===== src/rtl/core/uer_pkg.sv =====
// Shared types and constants for the echo ranging core.
package uer_pkg;

  localparam int TrigWidthW = 8;
  localparam int TimeoutW   = 16;
  localparam int HoldoffW   = 20;
  localparam int TickW      = 20;
  localparam int DistW      = 11;
  localparam int CountW     = 16;
  localparam int CfgDataW   = 20;
  localparam int CfgIdxW    = 2;

  // Phase codes
  localparam logic [1:0] PH_TRIGGER = 2'd0;
  localparam logic [1:0] PH_WAIT    = 2'd1;
  localparam logic [1:0] PH_ECHO    = 2'd2;
  localparam logic [1:0] PH_HOLD    = 2'd3;

  // Register indexes
  localparam logic [CfgIdxW-1:0] REG_TRIG_WIDTH = 2'd0;
  localparam logic [CfgIdxW-1:0] REG_TIMEOUT    = 2'd1;
  localparam logic [CfgIdxW-1:0] REG_HOLDOFF    = 2'd2;

  // Register reset values
  localparam logic [TrigWidthW-1:0] TRIG_WIDTH_RST = 8'd10;
  localparam logic [TimeoutW-1:0]   TIMEOUT_RST    = 16'd10000;
  localparam logic [HoldoffW-1:0]   HOLDOFF_RST    = 20'd100000;

  // 0.017 cm per tick in Q16
  localparam logic [DistW-1:0] CM_PER_TICK_Q16 = 11'd1114;
  localparam int               DistProdW       = TickW + DistW;
  localparam logic [DistW-1:0] DIST_MAX        = {DistW{1'b1}};

  typedef struct packed {
    logic              trigger_level;
    logic [DistW-1:0]  distance_cm;
    logic              distance_new;
    logic              timed_out;
    logic [CountW-1:0] trigger_count;
  } uer_result_t;

endpackage


===== src/rtl/core/uer_dist.sv =====
// Echo width to distance conversion: width*1114>>16, saturated to 11 bits.
module uer_dist
  import uer_pkg::*;
(
  input  logic [TickW-1:0] echo_ticks,
  output logic [DistW-1:0] dist_cm
);

  logic [DistProdW-1:0] prod;
  logic [DistProdW-17:0] scaled;

  assign prod   = DistProdW'(echo_ticks) * DistProdW'(CM_PER_TICK_Q16);
  assign scaled = prod[DistProdW-1:16];

  // echo width stays within the 16-bit timeout, so the clamp never engages
  assign dist_cm = (scaled > (DistProdW-16)'(DIST_MAX)) ? DIST_MAX : scaled[DistW-1:0];

endmodule


===== src/rtl/core/ultrasonic_echo_ranger_core.sv =====
// Echo ranging controller top level: trigger pulse, echo timing and distance output.
// One input beat is one microsecond tick carrying the sampled echo level; each
// accepted beat yields exactly one result beat, registered in the next cycle. The core
// takes a beat every clock cycle while out_ready is high; a finished result that
// waits on out_ready holds in_ready low, because input readiness needs the result
// register to be empty or draining this cycle. in_ready is also low during reset.
// Throughput is one beat per cycle while out_ready is high; the single-step phase
// update (one 20-bit add and compare and one 20x11 multiply) lies between the tick
// state and the result register. The trigger is driven
// for trigger_width ticks (zero acts as one), then the core waits for an echo
// rising edge, times the high period, and converts it to centimeters at the
// falling edge. A missing or overlong echo raises timed_out and retriggers at once;
// a good echo raises distance_new and starts holdoff_time ticks of pause.
// Register writes on the cfg port take effect on the next tick and should be made
// while no beat is in flight.
module ultrasonic_echo_ranger_core
  import uer_pkg::*;
(
  input  logic                clk,
  input  logic                rst_n,
  // configuration
  input  logic                cfg_we,
  input  logic [CfgIdxW-1:0]  cfg_index,
  input  logic [CfgDataW-1:0] cfg_data,
  // tick input
  input  logic                in_valid,
  output logic                in_ready,
  input  logic                in_echo_level,
  // result output
  output logic                out_valid,
  input  logic                out_ready,
  output logic                out_trigger_level,
  output logic [DistW-1:0]    out_distance_cm,
  output logic                out_distance_new,
  output logic                out_timed_out,
  output logic [CountW-1:0]   out_trigger_count
);

  // config registers
  logic [TrigWidthW-1:0] trig_width_r;
  logic [TimeoutW-1:0]   timeout_r;
  logic [HoldoffW-1:0]   holdoff_r;

  // tick state
  logic [1:0]        phase_r, phase_nxt;
  logic [TickW-1:0]  tick_r, tick_nxt;
  logic              echo_prev_r;
  logic [DistW-1:0]  dist_r, dist_nxt;
  logic [CountW-1:0] trig_cnt_r, trig_cnt_nxt;

  // result register
  logic        out_valid_r;
  uer_result_t res_r, res_nxt;

  logic              in_acc;
  logic [TickW-1:0]  tick_inc;
  logic [TrigWidthW-1:0] width_lim;
  logic [DistW-1:0]  dist_conv;
  logic              trig, fresh, tmo;

  assign in_ready = rst_n && (!out_valid_r || out_ready);
  assign in_acc   = in_valid && in_ready;

  always_ff @(posedge clk) begin
    if (!rst_n) begin
      trig_width_r <= TRIG_WIDTH_RST;
      timeout_r    <= TIMEOUT_RST;
      holdoff_r    <= HOLDOFF_RST;
    end else if (cfg_we) begin
      unique case (cfg_index)
        REG_TRIG_WIDTH: trig_width_r <= cfg_data[TrigWidthW-1:0];
        REG_TIMEOUT:    timeout_r    <= cfg_data[TimeoutW-1:0];
        REG_HOLDOFF:    holdoff_r    <= cfg_data[HoldoffW-1:0];
        default: ;  // unmapped index, dropped
      endcase
    end
  end

  uer_dist u_dist (
    .echo_ticks (tick_r),
    .dist_cm    (dist_conv)
  );

  assign tick_inc  = tick_r + TickW'(1);
  assign width_lim = (trig_width_r == '0) ? TrigWidthW'(1) : trig_width_r;

  // one tick of the phase machine
  always_comb begin
    phase_nxt    = phase_r;
    tick_nxt     = tick_inc;
    dist_nxt     = dist_r;
    trig_cnt_nxt = trig_cnt_r;
    trig         = 1'b0;
    fresh        = 1'b0;
    tmo          = 1'b0;
    unique case (phase_r)
      PH_TRIGGER: begin
        trig = 1'b1;
        if (tick_inc >= TickW'(width_lim)) begin
          phase_nxt    = PH_WAIT;
          tick_nxt     = '0;
          trig_cnt_nxt = trig_cnt_r + CountW'(1);
        end
      end
      PH_WAIT: begin
        if (in_echo_level && !echo_prev_r) begin
          // rising edge counts as the first echo tick
          if (timeout_r == '0) begin
            tmo       = 1'b1;
            phase_nxt = PH_TRIGGER;
            tick_nxt  = '0;
          end else begin
            phase_nxt = PH_ECHO;
            tick_nxt  = TickW'(1);
          end
        end else if (tick_inc > TickW'(timeout_r)) begin
          tmo       = 1'b1;
          phase_nxt = PH_TRIGGER;
          tick_nxt  = '0;
        end
      end
      PH_ECHO: begin
        if (!in_echo_level) begin
          dist_nxt  = dist_conv;
          fresh     = 1'b1;
          tick_nxt  = '0;
          phase_nxt = (holdoff_r == '0) ? PH_TRIGGER : PH_HOLD;
        end else if (tick_inc > TickW'(timeout_r)) begin
          tmo       = 1'b1;
          phase_nxt = PH_TRIGGER;
          tick_nxt  = '0;
        end
      end
      PH_HOLD: begin
        if (tick_inc >= holdoff_r) begin
          phase_nxt = PH_TRIGGER;
          tick_nxt  = '0;
        end
      end
      default: ;
    endcase
  end

  always_comb begin
    res_nxt.trigger_level = trig;
    res_nxt.distance_cm   = dist_nxt;
    res_nxt.distance_new  = fresh;
    res_nxt.timed_out     = tmo;
    res_nxt.trigger_count = trig_cnt_nxt;
  end

  always_ff @(posedge clk) begin
    if (!rst_n) begin
      phase_r     <= PH_TRIGGER;
      tick_r      <= '0;
      echo_prev_r <= 1'b0;
      dist_r      <= '0;
      trig_cnt_r  <= '0;
      out_valid_r <= 1'b0;
    end else begin
      if (in_acc) begin
        phase_r     <= phase_nxt;
        tick_r      <= tick_nxt;
        echo_prev_r <= in_echo_level;
        dist_r      <= dist_nxt;
        trig_cnt_r  <= trig_cnt_nxt;
        out_valid_r <= 1'b1;
      end else if (out_ready) begin
        out_valid_r <= 1'b0;
      end
    end
  end

  always_ff @(posedge clk) begin
    if (in_acc) begin
      res_r <= res_nxt;
    end
  end

  assign out_valid         = out_valid_r;
  assign out_trigger_level = res_r.trigger_level;
  assign out_distance_cm   = res_r.distance_cm;
  assign out_distance_new  = res_r.distance_new;
  assign out_timed_out     = res_r.timed_out;
  assign out_trigger_count = res_r.trigger_count;

  // a tick never both completes and times out a measurement
  a_new_xor_tmo: assert property (@(posedge clk) disable iff (!rst_n)
    out_valid_r |-> !(out_distance_new && out_timed_out))
    else $error("distance_new and timed_out both set");

  // holdoff ticks are quiet on every flag
  a_hold_quiet: assert property (@(posedge clk) disable iff (!rst_n)
    (in_acc && phase_r == PH_HOLD) |=>
      (!out_trigger_level && !out_distance_new && !out_timed_out))
    else $error("activity flagged during holdoff");

  // falling echo edge during the echo phase always reports a distance
  a_fall_reports: assert property (@(posedge clk) disable iff (!rst_n)
    (in_acc && phase_r == PH_ECHO && !in_echo_level) |=>
      (out_distance_new && out_distance_cm == dist_r))
    else $error("echo falling edge did not report distance");

  // trigger count moves only on a trigger beat
  a_count_on_trig: assert property (@(posedge clk) disable iff (!rst_n)
    (in_acc && phase_r != PH_TRIGGER) |=> $stable(trig_cnt_r))
    else $error("trigger count moved outside trigger phase");

endmodule

===== config.mk =====
export PLATFORM = sky130hd
export DESIGN_NAME = ultrasonic_echo_ranger_core
export DESIGN_NICKNAME = d
export VERILOG_FILES = /design/src/rtl/core/uer_pkg.sv /design/src/rtl/core/uer_dist.sv /design/src/rtl/core/ultrasonic_echo_ranger_core.sv
export SDC_FILE = /design/constraint.sdc
export NUM_CORES = 1
export LEC_CHECK = 0
export ABC_AREA = 1
export BUFFER_PORTS_ARGS = -buffer_cell sky130_fd_sc_hd__buf_2
export CAP_MARGIN = 20
export CORE_ASPECT_RATIO = 1.75
export CORE_MARGIN = 4
export CORE_UTILIZATION = 57
export DETAILED_ROUTE_END_ITERATION = 6
export PLACE_DENSITY = 0.78
export SETUP_SLACK_MARGIN = 0.02
export SYNTH_ARGS = -nofsm -noshare
export SYNTH_HDL_FRONTEND = slang
export SYNTH_SLANG_ARGS = --single-unit
export TNS_END_PERCENT = 1

===== constraint.sdc =====
create_clock -name clk -period 4.4 [get_ports clk]
set_input_delay 0.22 -clock clk [delete_from_list [all_inputs] [get_ports clk]]
set_output_delay 0.22 -clock clk [all_outputs]
set_load 0.1 [all_outputs]

==> results of run 1 <==
-- layer usage --
layer  up-vias  routed length [um]  share of wire (%)
li1       4979                   -                  -
met1      4808               10600                 35
met2       345               16200                 53
met3       175                1120                3.7
met4         0                2620                8.6
met5         -                   0                  0
-- kinds of logic (layout without fill, tap and decap cells) --
family,after synthesis,count (layout),synth area share [%]
AND/OR/NAND/NOR,648,648,26.6
flip-flops,125,125,26.2
XOR/XNOR,14,14,1.22
adder cells (fa/ha/maj),196,196,26.1
buffers and inverters,292,426,10.5
AO/OA/AOI/OAI,188,188,9.44
-- registers in the layout, summed over array words and instances, names as in the netlist --
name	flops
out_trigger_level	1
out_trigger_count	16
out_distance_new	1
out_valid	1
out_timed_out	1
out_distance_cm	11
trig_width_r	8
trig_cnt_r	16
dist_r	11
phase_r	2
holdoff_r	20
tick_r	20
echo_prev_r	1
timeout_r	16
-- power breakdown --
part | total [mW] | switching (mW) | internal (mW)
logic | 0.349 | 0.255 | 0.0942
registers | 1.22 | 0.0146 | 1.20
clock network | 1.54 | 0.539 | 1.00
total | 3.11 | 0.809 | 2.30
-- timing repair --
item                                    4_1_cts  5_1_grt
endpoints found under the setup margin       22       22
gates resized for setup                      74      141
pin swaps                                    17       61
gates cloned                                  2        0
buffers inserted                              2        4
-- synth_stat cells (all sizes together), types with 4 or more instances --
master,count
nand2,364
inv,257
ha,151
nand3,110
nor2,98
dfxtp,95
a21oi,92
o21ai,70
fa,45
edfxtp,30
nand4,30
clkbuf,24
nor3,17
o211ai,14
or2,12
buf,10
and2,8
xor2,8
xnor2,6
nor4,5
o21a,4
-- path summary, 6_finish.rpt --
| kind | startpoint | endpoint | slack, ns |
|---|---|---|---|
| max | tick_r[16]$_SDFFE_PN0P_ | out_distance_cm[3]$_DFFE_PP_ | 0.01 |
| min | cfg_data[16] | holdoff_r[16]$_SDFFE_PN1P_ | 0.02 |
| max reg2reg | tick_r[16]$_SDFFE_PN0P_ | out_distance_cm[3]$_DFFE_PP_ | 0.01 |
| min reg2reg | dist_r[4]$_SDFFE_PN0P_ | dist_r[4]$_SDFFE_PN0P_ | 0.45 |
-- final cells by class --
class | instances | area [um^2]
timing repair buffer | 137 | 896
clock inverter | 13 | 216
inverter | 258 | 968
clock buffer | 18 | 429
multi-input combinational | 1046 | 7690
tap | 238 | 298
sequential | 125 | 2850
fill | 1379 | 5150
-- per-stage QoR --
step                hold WS [ns]  setup WS [ns]  utilization [%]
floorplan                  0.333          0.165                -
global route              0.0250         -0.126             72.2
CTS                      0.00433        0.00110             68.5
global placement           0.428         -0.216             63.1
detailed placement         0.434         -0.240             63.1
finish                    0.0160         0.0110             72.2
-- critical path: cells and delay by family (launching register included) --
| kind | cells | cell delay [ns] |
|---|---|---|
| AOI/OAI and AO/OA | 3 | 0.59 |
| adders and majority gates | 6 | 2.24 |
| buffers and inverters | 5 | 0.40 |
| DFF | 1 | 0.37 |
| and+or+nand+nor | 7 | 0.55 |
==> impl_results.rst, run 1 <==
.. list-table::
   :header-rows: 1

   * - Metric
     - Value
   * - Outcome
     - completed
   * - Post-route cell area
     - about 13000 um^2
   * - Cell chosen for the clock root
     - sky130_fd_sc_hd__clkbuf_16
   * - Power Dens Cells
     - about 230 nW/um^2
   * - Met3 routing resource usage after global routing
     - 4.54%
   * - Worst vdd rail ir drop
     - roughly 0.24 mV
   * - Std-Cell Rows
     - between 60 and 70
   * - Via count normalized by instance count
     - 5.62
   * - Total congestion overflow
     - 0
   * - Max Buffers Root-to-Sink
     - 2
   * - Critical Setup Path Class
     - reg -> reg
   * - Post-route fraction of the period consumed by the critical path
     - approximately 100%
   * - Global placement routability congestion
     - approximately 0.99
   * - Routing usage on met2
     - 52.8%
   * - Routed wire length
     - approximately 31 mm
   * - Endpoint type of the worst setup path
     - flop
   * - Max-capacitance violation count
     - 0
   * - Portion of synthesized cell area occupied by the leading cell type
     - roughly 18%
   * - Num Clock Sinks
     - 125
   * - Antenna Cells
     - 0
   * - Cell types with the largest area share after synthesis
     - sky130_fd_sc_hd__dfxtp_1 (18%), sky130_fd_sc_hd__ha_1 (18%), sky130_fd_sc_hd__nand2_1 (13%), sky130_fd_sc_hd__inv_1 (8.9%), sky130_fd_sc_hd__edfxtp_1 (8.4%)
   * - Die Y-Extent
     - approximately 190 um
   * - Number of buffers created by CTS
     - 17
   * - Worst clock skew on the final layout
     - roughly 0.0081 ns
   * - Final Hold Fails
     - 0
   * - Type of the tightest min-delay check
     - in -> reg
   * - Leading register cell type out of synthesis
     - sky130_fd_sc_hd__dfxtp_1
   * - Number of library cell types mapped by synthesis
     - 43
   * - Detailed Route Iter0 Violations
     - 556
   * - Most heavily used metal layer in global routing
     - met2
   * - Transition time at the pin with the least slew margin
     - 0.854 ns
   * - Ratio of cells with drive above 1 in the final layout
     - around 22%
   * - Maximum clock frequency
     - 228 MHz
   * - Series of cell instances along the critical path
     - ha_4 > ha_4 > fa_1 > fa_1 > inv_1 > fa_1 > inv_1 > ha_4 > a21oi_1 > o21ai_2 > inv_1 > nand2_1 > a21oi_2 > nand2_1 > nand2_1 > nand2_2 > nor2_4 > buf_6 > nand3_2 > nand2_1 > inv_1
   * - Cell count after synthesis
     - roughly 1500
   * - Worst EP arrival
     - ~4.6 ns
   * - Largest stage delay, worst path
     - 0.56 ns
   * - Hold depth
     - 3
   * - Pin count of the biggest net entering global routing
     - between 40 and 50
   * - Fraction of registers with async set/reset
     - 0%
   * - Length in cells of the worst reg-to-reg path
     - 21
   * - Final Setup Violations
     - 0
   * - Growth of design area from synthesis to finish
     - 24.7%
   * - Setup repair after global routing missed its margin
     - yes
   * - Cell type with the largest total area after synthesis
     - sky130_fd_sc_hd__dfxtp_1
   * - Post-synthesis sequential element count
     - 125
   * - Clk Latency, worst-skew pair
     - 0.44 ns
   * - Most common cell after layout, fill and taps aside
     - sky130_fd_sc_hd__nand2_1
   * - Max-slew headroom at the worst pin
     - between 40 and 50%
   * - Average wire length per cell after detail routing
     - roughly 17 um
   * - Met1 usage
     - around a quarter
   * - Cell with the largest stage delay on the worst path
     - sky130_fd_sc_hd__fa_1
   * - Startpoint Class
     - flop
   * - Vias in the first global route
     - between 10000 and 15000
   * - Mean Syn Cell Area
     - about 7.3 um^2
   * - Number of iterations in the first detailed-routing pass
     - 5
   * - Via count
     - approximately 10000
   * - Number of antenna-violating nets in the routed design
     - 0
   * - TritonCTS clock tree
     - yes
   * - Count of buffers inserted at the top-level ports
     - between 50 and 60
   * - Post-layout instance count excluding filler cells
     - 1835
   * - Total negative slack
     - 0 ns
   * - Antenna violations before repair
     - 0
   * - Commonest cells after routing, fill and taps aside
     - sky130_fd_sc_hd__nand2_1 (331), sky130_fd_sc_hd__inv_1 (245), sky130_fd_sc_hd__ha_1 (112)
   * - Horizontal die dimension
     - between 100 and 150 um
   * - Placed cell count
     - between 1500 and 2000
   * - Reported leakage power
     - between 6 and 7 nW
   * - Sequential element share of the synthesized area
     - 26.2%
   * - Global-route usage over all layers
     - ~28%
   * - Yosys warning total
     - 0
   * - Top-level port count
     - 60
   * - Overall power
     - approximately 3.1 mW
   * - DRC viols
     - 0
   * - CP Data Required Time
     - approximately 4.6 ns
   * - H-Tree Level Count
     - 4
   * - Post-synth EDFFs
     - 30
   * - Post-Syn Area
     - between 10000 and 15000 um^2
   * - Worst-path maximum fanout
     - 6
   * - Core area
     - between 15000 and 20000 um^2
   * - Clk slew on worst S/H paths
     - approximately 0.06 ns
   * - Total half-perimeter wirelength after legalization and detailed placement
     - 22.4 mm
   * - Minimum clock period after layout
     - roughly 4.4 ns
   * - DP Area
     - ~12000 um^2
   * - Die area
     - between 20000 and 25000 um^2
   * - Initial core utilization
     - between 50 and 60%
   * - First-pass GRT wire length
     - 47.7 mm
   * - Post-Syn Nets
     - roughly 1700
   * - CTS Hold Buffers Added
     - 0
   * - Number of max-slew violations in the final report
     - 0
   * - Layout net count
     - approximately 1800
Note: power is estimated with default switching activity, not from simulation.
==> run 2, diff against run 1 <==
--- a/config.mk
+++ b/config.mk
@@ -6,12 +6,12 @@
 export NUM_CORES = 1
 export LEC_CHECK = 0
 export ABC_AREA = 1
-export BUFFER_PORTS_ARGS = -buffer_cell sky130_fd_sc_hd__buf_2
 export CAP_MARGIN = 20
 export CORE_ASPECT_RATIO = 1.75
 export CORE_MARGIN = 4
-export CORE_UTILIZATION = 57
+export CORE_UTILIZATION = 59
 export DETAILED_ROUTE_END_ITERATION = 6
+export DONT_BUFFER_PORTS = 1
 export PLACE_DENSITY = 0.78
 export SETUP_SLACK_MARGIN = 0.02
 export SYNTH_ARGS = -nofsm -noshare
==> run 2 against run 1 <==
The flow now finishes with violations (negative setup slack); clock power is 16% lower; register-to-register slack got worse by 0.22 ns; sequential share of layout area shrank 0.17 points; first-iteration DRC count increased by 40%; utilization up 4.1 points; worst hold slack got worse by 0.013 ns; flip-flop and latch count unchanged; wire length rose by 12%; critical path depth decreased by 1; maximum frequency is 4.8% lower; die area shrank 3.2%.
==> impl_results.rst, run 2 (synthesis results as in run 1) <==
.. list-table::
   :header-rows: 1

   * - Metric
     - Value
   * - Max-capacitance violation count
     - 0
   * - First-pass GRT wire length
     - around 48 mm
   * - Post-layout instance count excluding filler cells
     - around 1800
   * - Startpoint Class
     - flop
   * - Core area
     - 17700 um^2
   * - Worst clock skew on the final layout
     - 0.00578 ns
   * - Number of max-slew violations in the final report
     - 0
   * - Launch point of the worst path
     - tick_r[13]$_SDFFE_PN0P_
   * - Global-route usage over all layers
     - just under 30%
   * - Average wire length per cell after detail routing
     - between 15 and 20 um
   * - Internal Power
     - between 2 and 2.5 mW
   * - DRC viols
     - 0
   * - Std-Cell Rows
     - 64
   * - Global placement routability congestion
     - 0.993
   * - Num Clock Sinks
     - 125
   * - Gate power share
     - under 10%
   * - Switching portion of total power
     - ~28%
   * - Detailed Route Iter0 Violations
     - ~800
   * - Routed wire length
     - approximately 34 mm
   * - Setup repair after global routing missed its margin
     - yes
   * - Commonest cells after routing, fill and taps aside
     - sky130_fd_sc_hd__nand2_1 (329), sky130_fd_sc_hd__inv_1 (244), sky130_fd_sc_hd__ha_1 (98)
   * - Max Buffers Root-to-Sink
     - 2
   * - Reported leakage power
     - a little under 7 nW
   * - Worst vdd rail ir drop
     - 0.225 mV
   * - Cell chosen for the clock root
     - sky130_fd_sc_hd__clkbuf_16
   * - Die area
     - slightly above 20000 um^2
   * - Growth of design area from synthesis to finish
     - 26.0%
   * - Critical Setup Path Class
     - reg -> reg
   * - TritonCTS clock tree
     - yes
   * - Count of buffers inserted at the top-level ports
     - 0
   * - Biggest registers after layout
     - holdoff_r: 20 flops, tick_r: 20 flops
   * - Power Dens Cells
     - 212 nW/um^2
   * - Number of buffers created by CTS
     - 17
   * - Total congestion overflow
     - 0
   * - Critical path destination
     - out_distance_cm[1]$_DFFE_PP_
   * - Final Hold Fails
     - 0
   * - Worst EP arrival
     - approximately 4.8 ns
   * - Total half-perimeter wirelength after legalization and detailed placement
     - approximately 22 mm
   * - Most common cell after layout, fill and taps aside
     - sky130_fd_sc_hd__nand2_1
   * - R2R Path End
     - out_distance_cm[1]$_DFFE_PP_
   * - Max-slew headroom at the worst pin
     - 31.4%
   * - Die Y-Extent
     - approximately 190 um
   * - Relative contribution of the clock network to total power
     - between 40 and 50%
   * - Final Setup Violations
     - 22
   * - Final-layout worst hold slack
     - between 0.002 and 0.003 ns
   * - Placed cell count
     - ~1700
   * - Worst reg2reg path startpoint
     - tick_r[13]$_SDFFE_PN0P_
   * - Number of antenna-violating nets in the routed design
     - 0
   * - Flop-to-flop setup slack
     - -0.21 ns
   * - Maximum clock frequency
     - 217 MHz
   * - Switching power
     - about 0.8 mW
   * - Worst setup slack before clock tree synthesis
     - -0.187 ns
   * - Share of power burned in registers
     - ~45%
   * - Post-route fraction of the period consumed by the critical path
     - 105%
   * - Vias in the first global route
     - 10441
   * - Pin count of the biggest net entering global routing
     - between 40 and 50
   * - Clk slew on worst S/H paths
     - around 0.060 ns
   * - Total negative slack
     - -2.17 ns
   * - Final critical-path setup slack
     - -0.211 ns
   * - Transition time at the pin with the least slew margin
     - about 1.0 ns
   * - Type of the tightest min-delay check
     - in -> reg
   * - Layout net count
     - around 1800
   * - Antenna violations before repair
     - 1
   * - Outcome
     - complete, but fails checks
   * - Failing checks
     - negative setup slack
   * - Number of iterations in the first detailed-routing pass
     - 6
   * - Via count normalized by instance count
     - about 6
   * - Minimum clock period after layout
     - around 4.6 ns
   * - H-Tree Level Count
     - 4
   * - Endpoint type of the worst setup path
     - flop
   * - Hold depth
     - 2
   * - Worst-path maximum fanout
     - 6
   * - Top-level port count
     - 60
   * - Clk Latency, worst-skew pair
     - ~0.43 ns
   * - Via count
     - ~11000
   * - CP Data Required Time
     - roughly 4.6 ns
   * - Ratio of cells with drive above 1 in the final layout
     - about a fifth
   * - Horizontal die dimension
     - 110 um
   * - Length in cells of the worst reg-to-reg path
     - 20
   * - Overall power
     - ~2.9 mW
   * - Initial core utilization
     - about three fifths
==> run 2: changes by cell type in the layout (fill, tap and decap cells not counted), sizes merged <==
cell and delta:
bufinv -4, diode +1, clkinvlp +1, clkinv +3
inv -1, clkbuf +2, buf -55, dlygate4sd3 +20
==> run 2: stage by stage <==
stage / util, % / instance area, um^2
floorplan: - / 10700
global placement: 64.2 / 11400
detailed placement: 64.2 / 11400
CTS: 70.2 / 12400
global route: 76.2 / 13500
finish: 76.2 / 13500
==> run 2: power by group through the flow <==
stage / combinational (mW) / sequential (mW) / clock, mW
detailed placement: 0.227 / 1.33 / 0
floorplan: 0.170 / 1.32 / 0
CTS: 0.257 / 1.30 / 1.30
global route: 0.303 / 1.30 / 1.36
global placement: 0.219 / 1.33 / 0
finish: 0.271 / 1.29 / 1.30
==> run 2: what timing repair did <==
action,CTS,global route
gates resized for setup,74,186
setup endpoints to repair,22,22
hold endpoints to repair,47,0
gates cloned,2,0
hold buffers,21,0
buffers inserted,1,11
pin swaps,18,81
==> run 2: area by class of cell <==
type                    count  area (um^2)
clock inverters            12         98.8
diodes                      1         2.50
well taps                 231          289
fillers                  1118         4210
flip-flops and latches    125         2860
inverters                 258          968
clock buffers              20          437
multi-input cells        1046         7970
repair buffers            102          867
==> run 2: worst min path at each step <==
| stage | start | to | slack (ns) |
|---|---|---|---|
| after global routing | cfg_data[6] | holdoff_r[6]$_SDFFE_PN0P_ | 0.001 |
| after CTS | cfg_data[6] | holdoff_r[6]$_SDFFE_PN0P_ | 0.0008 |
| final | cfg_data[6] | holdoff_r[6]$_SDFFE_PN0P_ | 0.003 |
| after floorplan | in_echo_level | echo_prev_r$_SDFFE_PN0P_ | 0.33 |
| after detailed placement | rst_n | holdoff_r[15]$_SDFFE_PN1P_ | 0.33 |
| after global placement | rst_n | holdoff_r[15]$_SDFFE_PN1P_ | 0.33 |
==> run 2: critical path, stage by stage, from the launching register on <==
cell and delay, ns:
sky130_fd_sc_hd__dfxtp_4 0.41, sky130_fd_sc_hd__ha_4 0.22, sky130_fd_sc_hd__ha_4 0.26, sky130_fd_sc_hd__fa_2 0.50, sky130_fd_sc_hd__fa_1 0.61, sky130_fd_sc_hd__inv_1 0.07
sky130_fd_sc_hd__fa_1 0.50, sky130_fd_sc_hd__inv_1 0.07, sky130_fd_sc_hd__ha_4 0.34, sky130_fd_sc_hd__nand2_4 0.10, sky130_fd_sc_hd__nor2_4 0.18, sky130_fd_sc_hd__nand2_1 0.07
sky130_fd_sc_hd__inv_1 0.14, sky130_fd_sc_hd__nand3_2 0.13, sky130_fd_sc_hd__nand4_1 0.12, sky130_fd_sc_hd__nand2_2 0.08, sky130_fd_sc_hd__nor2_4 0.16, sky130_fd_sc_hd__buf_8 0.17
sky130_fd_sc_hd__nand3_2 0.09, sky130_fd_sc_hd__nand2_1 0.08, sky130_fd_sc_hd__inv_1 0.06
==> run 2: per-layer routing <==
metal	part of all wire, %	routed length (um)	track usage, %	vias up
met5	0	0	0	-
met4	9.6	3270	22.3	0
met3	5.5	1870	4.84	233
met2	51	17500	55.1	554
met1	34	11500	28.7	4955
li1	-	-	-	4921
==> run 3, diff against run 2 <==
--- a/config.mk
+++ b/config.mk
@@ -12,6 +12,7 @@
 export CORE_UTILIZATION = 59
 export DETAILED_ROUTE_END_ITERATION = 6
 export DONT_BUFFER_PORTS = 1
+export MAX_ROUTING_LAYER = met4
 export PLACE_DENSITY = 0.78
 export SETUP_SLACK_MARGIN = 0.02
 export SYNTH_ARGS = -nofsm -noshare
==> run 3 against run 2 <==
The run now ends clean; worst hold slack gained 0.0047 ns; final cell count grew 1.0%; die area is the same; worst setup slack gained 0.22 ns; critical path type unchanged; largest power group unchanged; highest routed layer unchanged.
==> impl_results.rst, run 3 (synthesis results as in run 1) <==
.. list-table::
   :header-rows: 1

   * - Metric
     - Value
   * - Max-slew headroom at the worst pin
     - between 30% and 40%
   * - Global-route usage over all layers
     - around a third
   * - Final Hold Fails
     - 0
   * - Cell chosen for the clock root
     - sky130_fd_sc_hd__clkbuf_16
   * - Number of iterations in the first detailed-routing pass
     - 6
   * - Commonest cells after routing, fill and taps aside
     - sky130_fd_sc_hd__nand2_1 (325), sky130_fd_sc_hd__inv_1 (246), sky130_fd_sc_hd__ha_1 (111)
   * - Critical Setup Path Class
     - reg -> reg
   * - Antenna violations before repair
     - 0
   * - Internal Power
     - approximately 2.3 mW
   * - Num Clock Sinks
     - ~130
   * - Switching power
     - 0.832 mW
   * - CP Data Required Time
     - between 4 and 5 ns
   * - Initial core utilization
     - 60.5%
   * - Cell with the largest stage delay on the worst path
     - sky130_fd_sc_hd__fa_1
   * - Most common cell after layout, fill and taps aside
     - sky130_fd_sc_hd__nand2_1
   * - Worst EP arrival
     - roughly 4.6 ns
   * - Series of cell instances along the critical path
     - ha_4 > ha_4 > fa_1 > fa_1 > inv_1 > fa_1 > inv_1 > ha_4 > nand2_2 > o21ai_2 > nand2_1 > nand2_2 > nand2_2 > nand4_1 > nand2_1 > nor2_4 > buf_8 > nand3_2 > nand2_1 > inv_1
   * - DRC viols
     - 0
   * - Type of the tightest min-delay check
     - in -> reg
   * - Die area
     - a little over 20000 um^2
   * - Max Buffers Root-to-Sink
     - 2
   * - Biggest registers after layout
     - holdoff_r: 20 flops, tick_r: 20 flops
   * - Total half-perimeter wirelength after legalization and detailed placement
     - around 22 mm
   * - Power Dens Cells
     - roughly 230 nW/um^2
   * - Maximum clock frequency
     - 228 MHz
   * - Worst setup slack before clock tree synthesis
     - -0.315 ns
   * - Switching portion of total power
     - between 20% and 30%
   * - Share of power burned in registers
     - 41.8%
   * - Post-route fraction of the period consumed by the critical path
     - 99.8%
   * - Relative contribution of the clock network to total power
     - 49.3%
   * - TritonCTS clock tree
     - yes
   * - Reported leakage power
     - approximately 7 nW
   * - Global placement routability congestion
     - 1.00
   * - Worst clock skew on the final layout
     - about 0.0084 ns
   * - Worst vdd rail ir drop
     - around 0.25 mV
   * - Final core utilization
     - between 70% and 80%
   * - Startpoint Class
     - flop
   * - Total congestion overflow
     - 0
   * - Core area
     - between 15000 and 20000 um^2
   * - Final Setup Violations
     - 0
   * - Number of buffers created by CTS
     - 17
   * - Std-Cell Rows
     - between 60 and 70
   * - Count of buffers inserted at the top-level ports
     - 0
   * - Via count normalized by instance count
     - around 5.7
   * - Antenna Cells
     - 0
   * - Transition time at the pin with the least slew margin
     - 1.03 ns
   * - Growth of design area from synthesis to finish
     - 26.4%
   * - Average wire length per cell after detail routing
     - ~18 um
   * - Clk Latency, worst-skew pair
     - ~0.44 ns
   * - First-pass GRT wire length
     - roughly 50 mm
   * - Horizontal die dimension
     - approximately 110 um
   * - Setup repair after global routing missed its margin
     - yes
   * - Worst-path maximum fanout
     - 6
   * - Detailed Route Iter0 Violations
     - just under 700
   * - Pin count of the biggest net entering global routing
     - 46
   * - Largest stage delay, worst path
     - approximately 0.6 ns
   * - Top-level port count
     - 60
   * - Vias in the first global route
     - around 11000
   * - Final critical-path setup slack
     - 0.0106 ns
   * - Minimum clock period after layout
     - approximately 4.4 ns
   * - Routed wire length
     - between 30 and 40 mm
   * - H-Tree Level Count
     - 4
   * - Number of max-slew violations in the final report
     - 0
   * - Post-layout instance count excluding filler cells
     - around 1800
   * - Overall power
     - about 3.1 mW
   * - Die Y-Extent
     - 186 um
   * - Ratio of cells with drive above 1 in the final layout
     - 21.2%
   * - Number of antenna-violating nets in the routed design
     - 0
   * - Clk slew on worst S/H paths
     - roughly 0.060 ns
   * - Layout net count
     - ~1800
   * - Max-capacitance violation count
     - 0
   * - Gate power share
     - 8.9%
   * - Final-layout worst hold slack
     - about 0.0077 ns
   * - Endpoint type of the worst setup path
     - flop
   * - Outcome
     - completed
   * - Placed cell count
     - between 1500 and 2000
   * - Via count
     - 10296
==> run 3: area by class of cell <==
cell class	instances	area [um^2]
Sequential cell	125	2850
Clock inverter	13	188
Fill cell	1186	4170
Inverter	258	968
Clock buffer	19	443
Multi-Input combinational cell	1046	7800
Tap cell	231	289
Timing Repair Buffer	121	991
==> run 3: per-stage QoR <==
stage               cell area, um^2  TNS (ns)
CTS                           12800         0
global route                  13500     -2.52
detailed placement            11500     -3.90
floorplan                     10700         0
global placement              11500     -4.11
finish                        13500         0
==> run 3: critical path: cells and delay by family (launching register included) <==
kind | cells | cell delay, ns
buf+inv | 4 | 0.36
fa+ha+maj | 6 | 2.37
simple gates | 9 | 0.85
compound gates | 1 | 0.16
flops | 1 | 0.41
==> run 3: worst paths after layout <==
check                              start                           end  slack [ns]  cells past startpoint
hold reg to reg   dist_r[6]$_SDFFE_PN0P_        dist_r[6]$_SDFFE_PN0P_        0.45                      2
hold / removal              cfg_data[13]    holdoff_r[13]$_SDFFE_PN0P_       0.008                      2
setup reg to reg  tick_r[9]$_SDFFE_PN0P_  out_distance_cm[0]$_DFFE_PP_        0.01                     20
setup / recovery  tick_r[9]$_SDFFE_PN0P_  out_distance_cm[0]$_DFFE_PP_        0.01                     20
==> run 3: repair_timing <==
action,4_1_cts,5_1_grt
endpoints found under the setup margin,22,22
hold buffers,20,0
buffers inserted,2,5
pin swaps,20,68
endpoints found under the hold margin,47,0
cloned,2,0
gates resized for setup,92,143
==> run 3: metal layers <==
layer | routed length [um] | track usage, % | part of all wire (%)
met3 | 1370 | 5.22 | 4.2
met1 | 11200 | 30.0 | 35
met2 | 17300 | 57.2 | 54
met5 | 0 | - | 0
met4 | 2440 | 21.2 | 7.5
==> run 3: power by group through the flow <==
stage	Sequential, mW	Combinational [mW]	Clock (mW)
3_5_place_dp	1.33	0.229	0
3_3_place_gp	1.33	0.221	0
4_1_cts	1.30	0.263	1.53
2_1_floorplan	1.32	0.170	0
6_report	1.30	0.275	1.53
5_1_grt	1.30	0.308	1.58
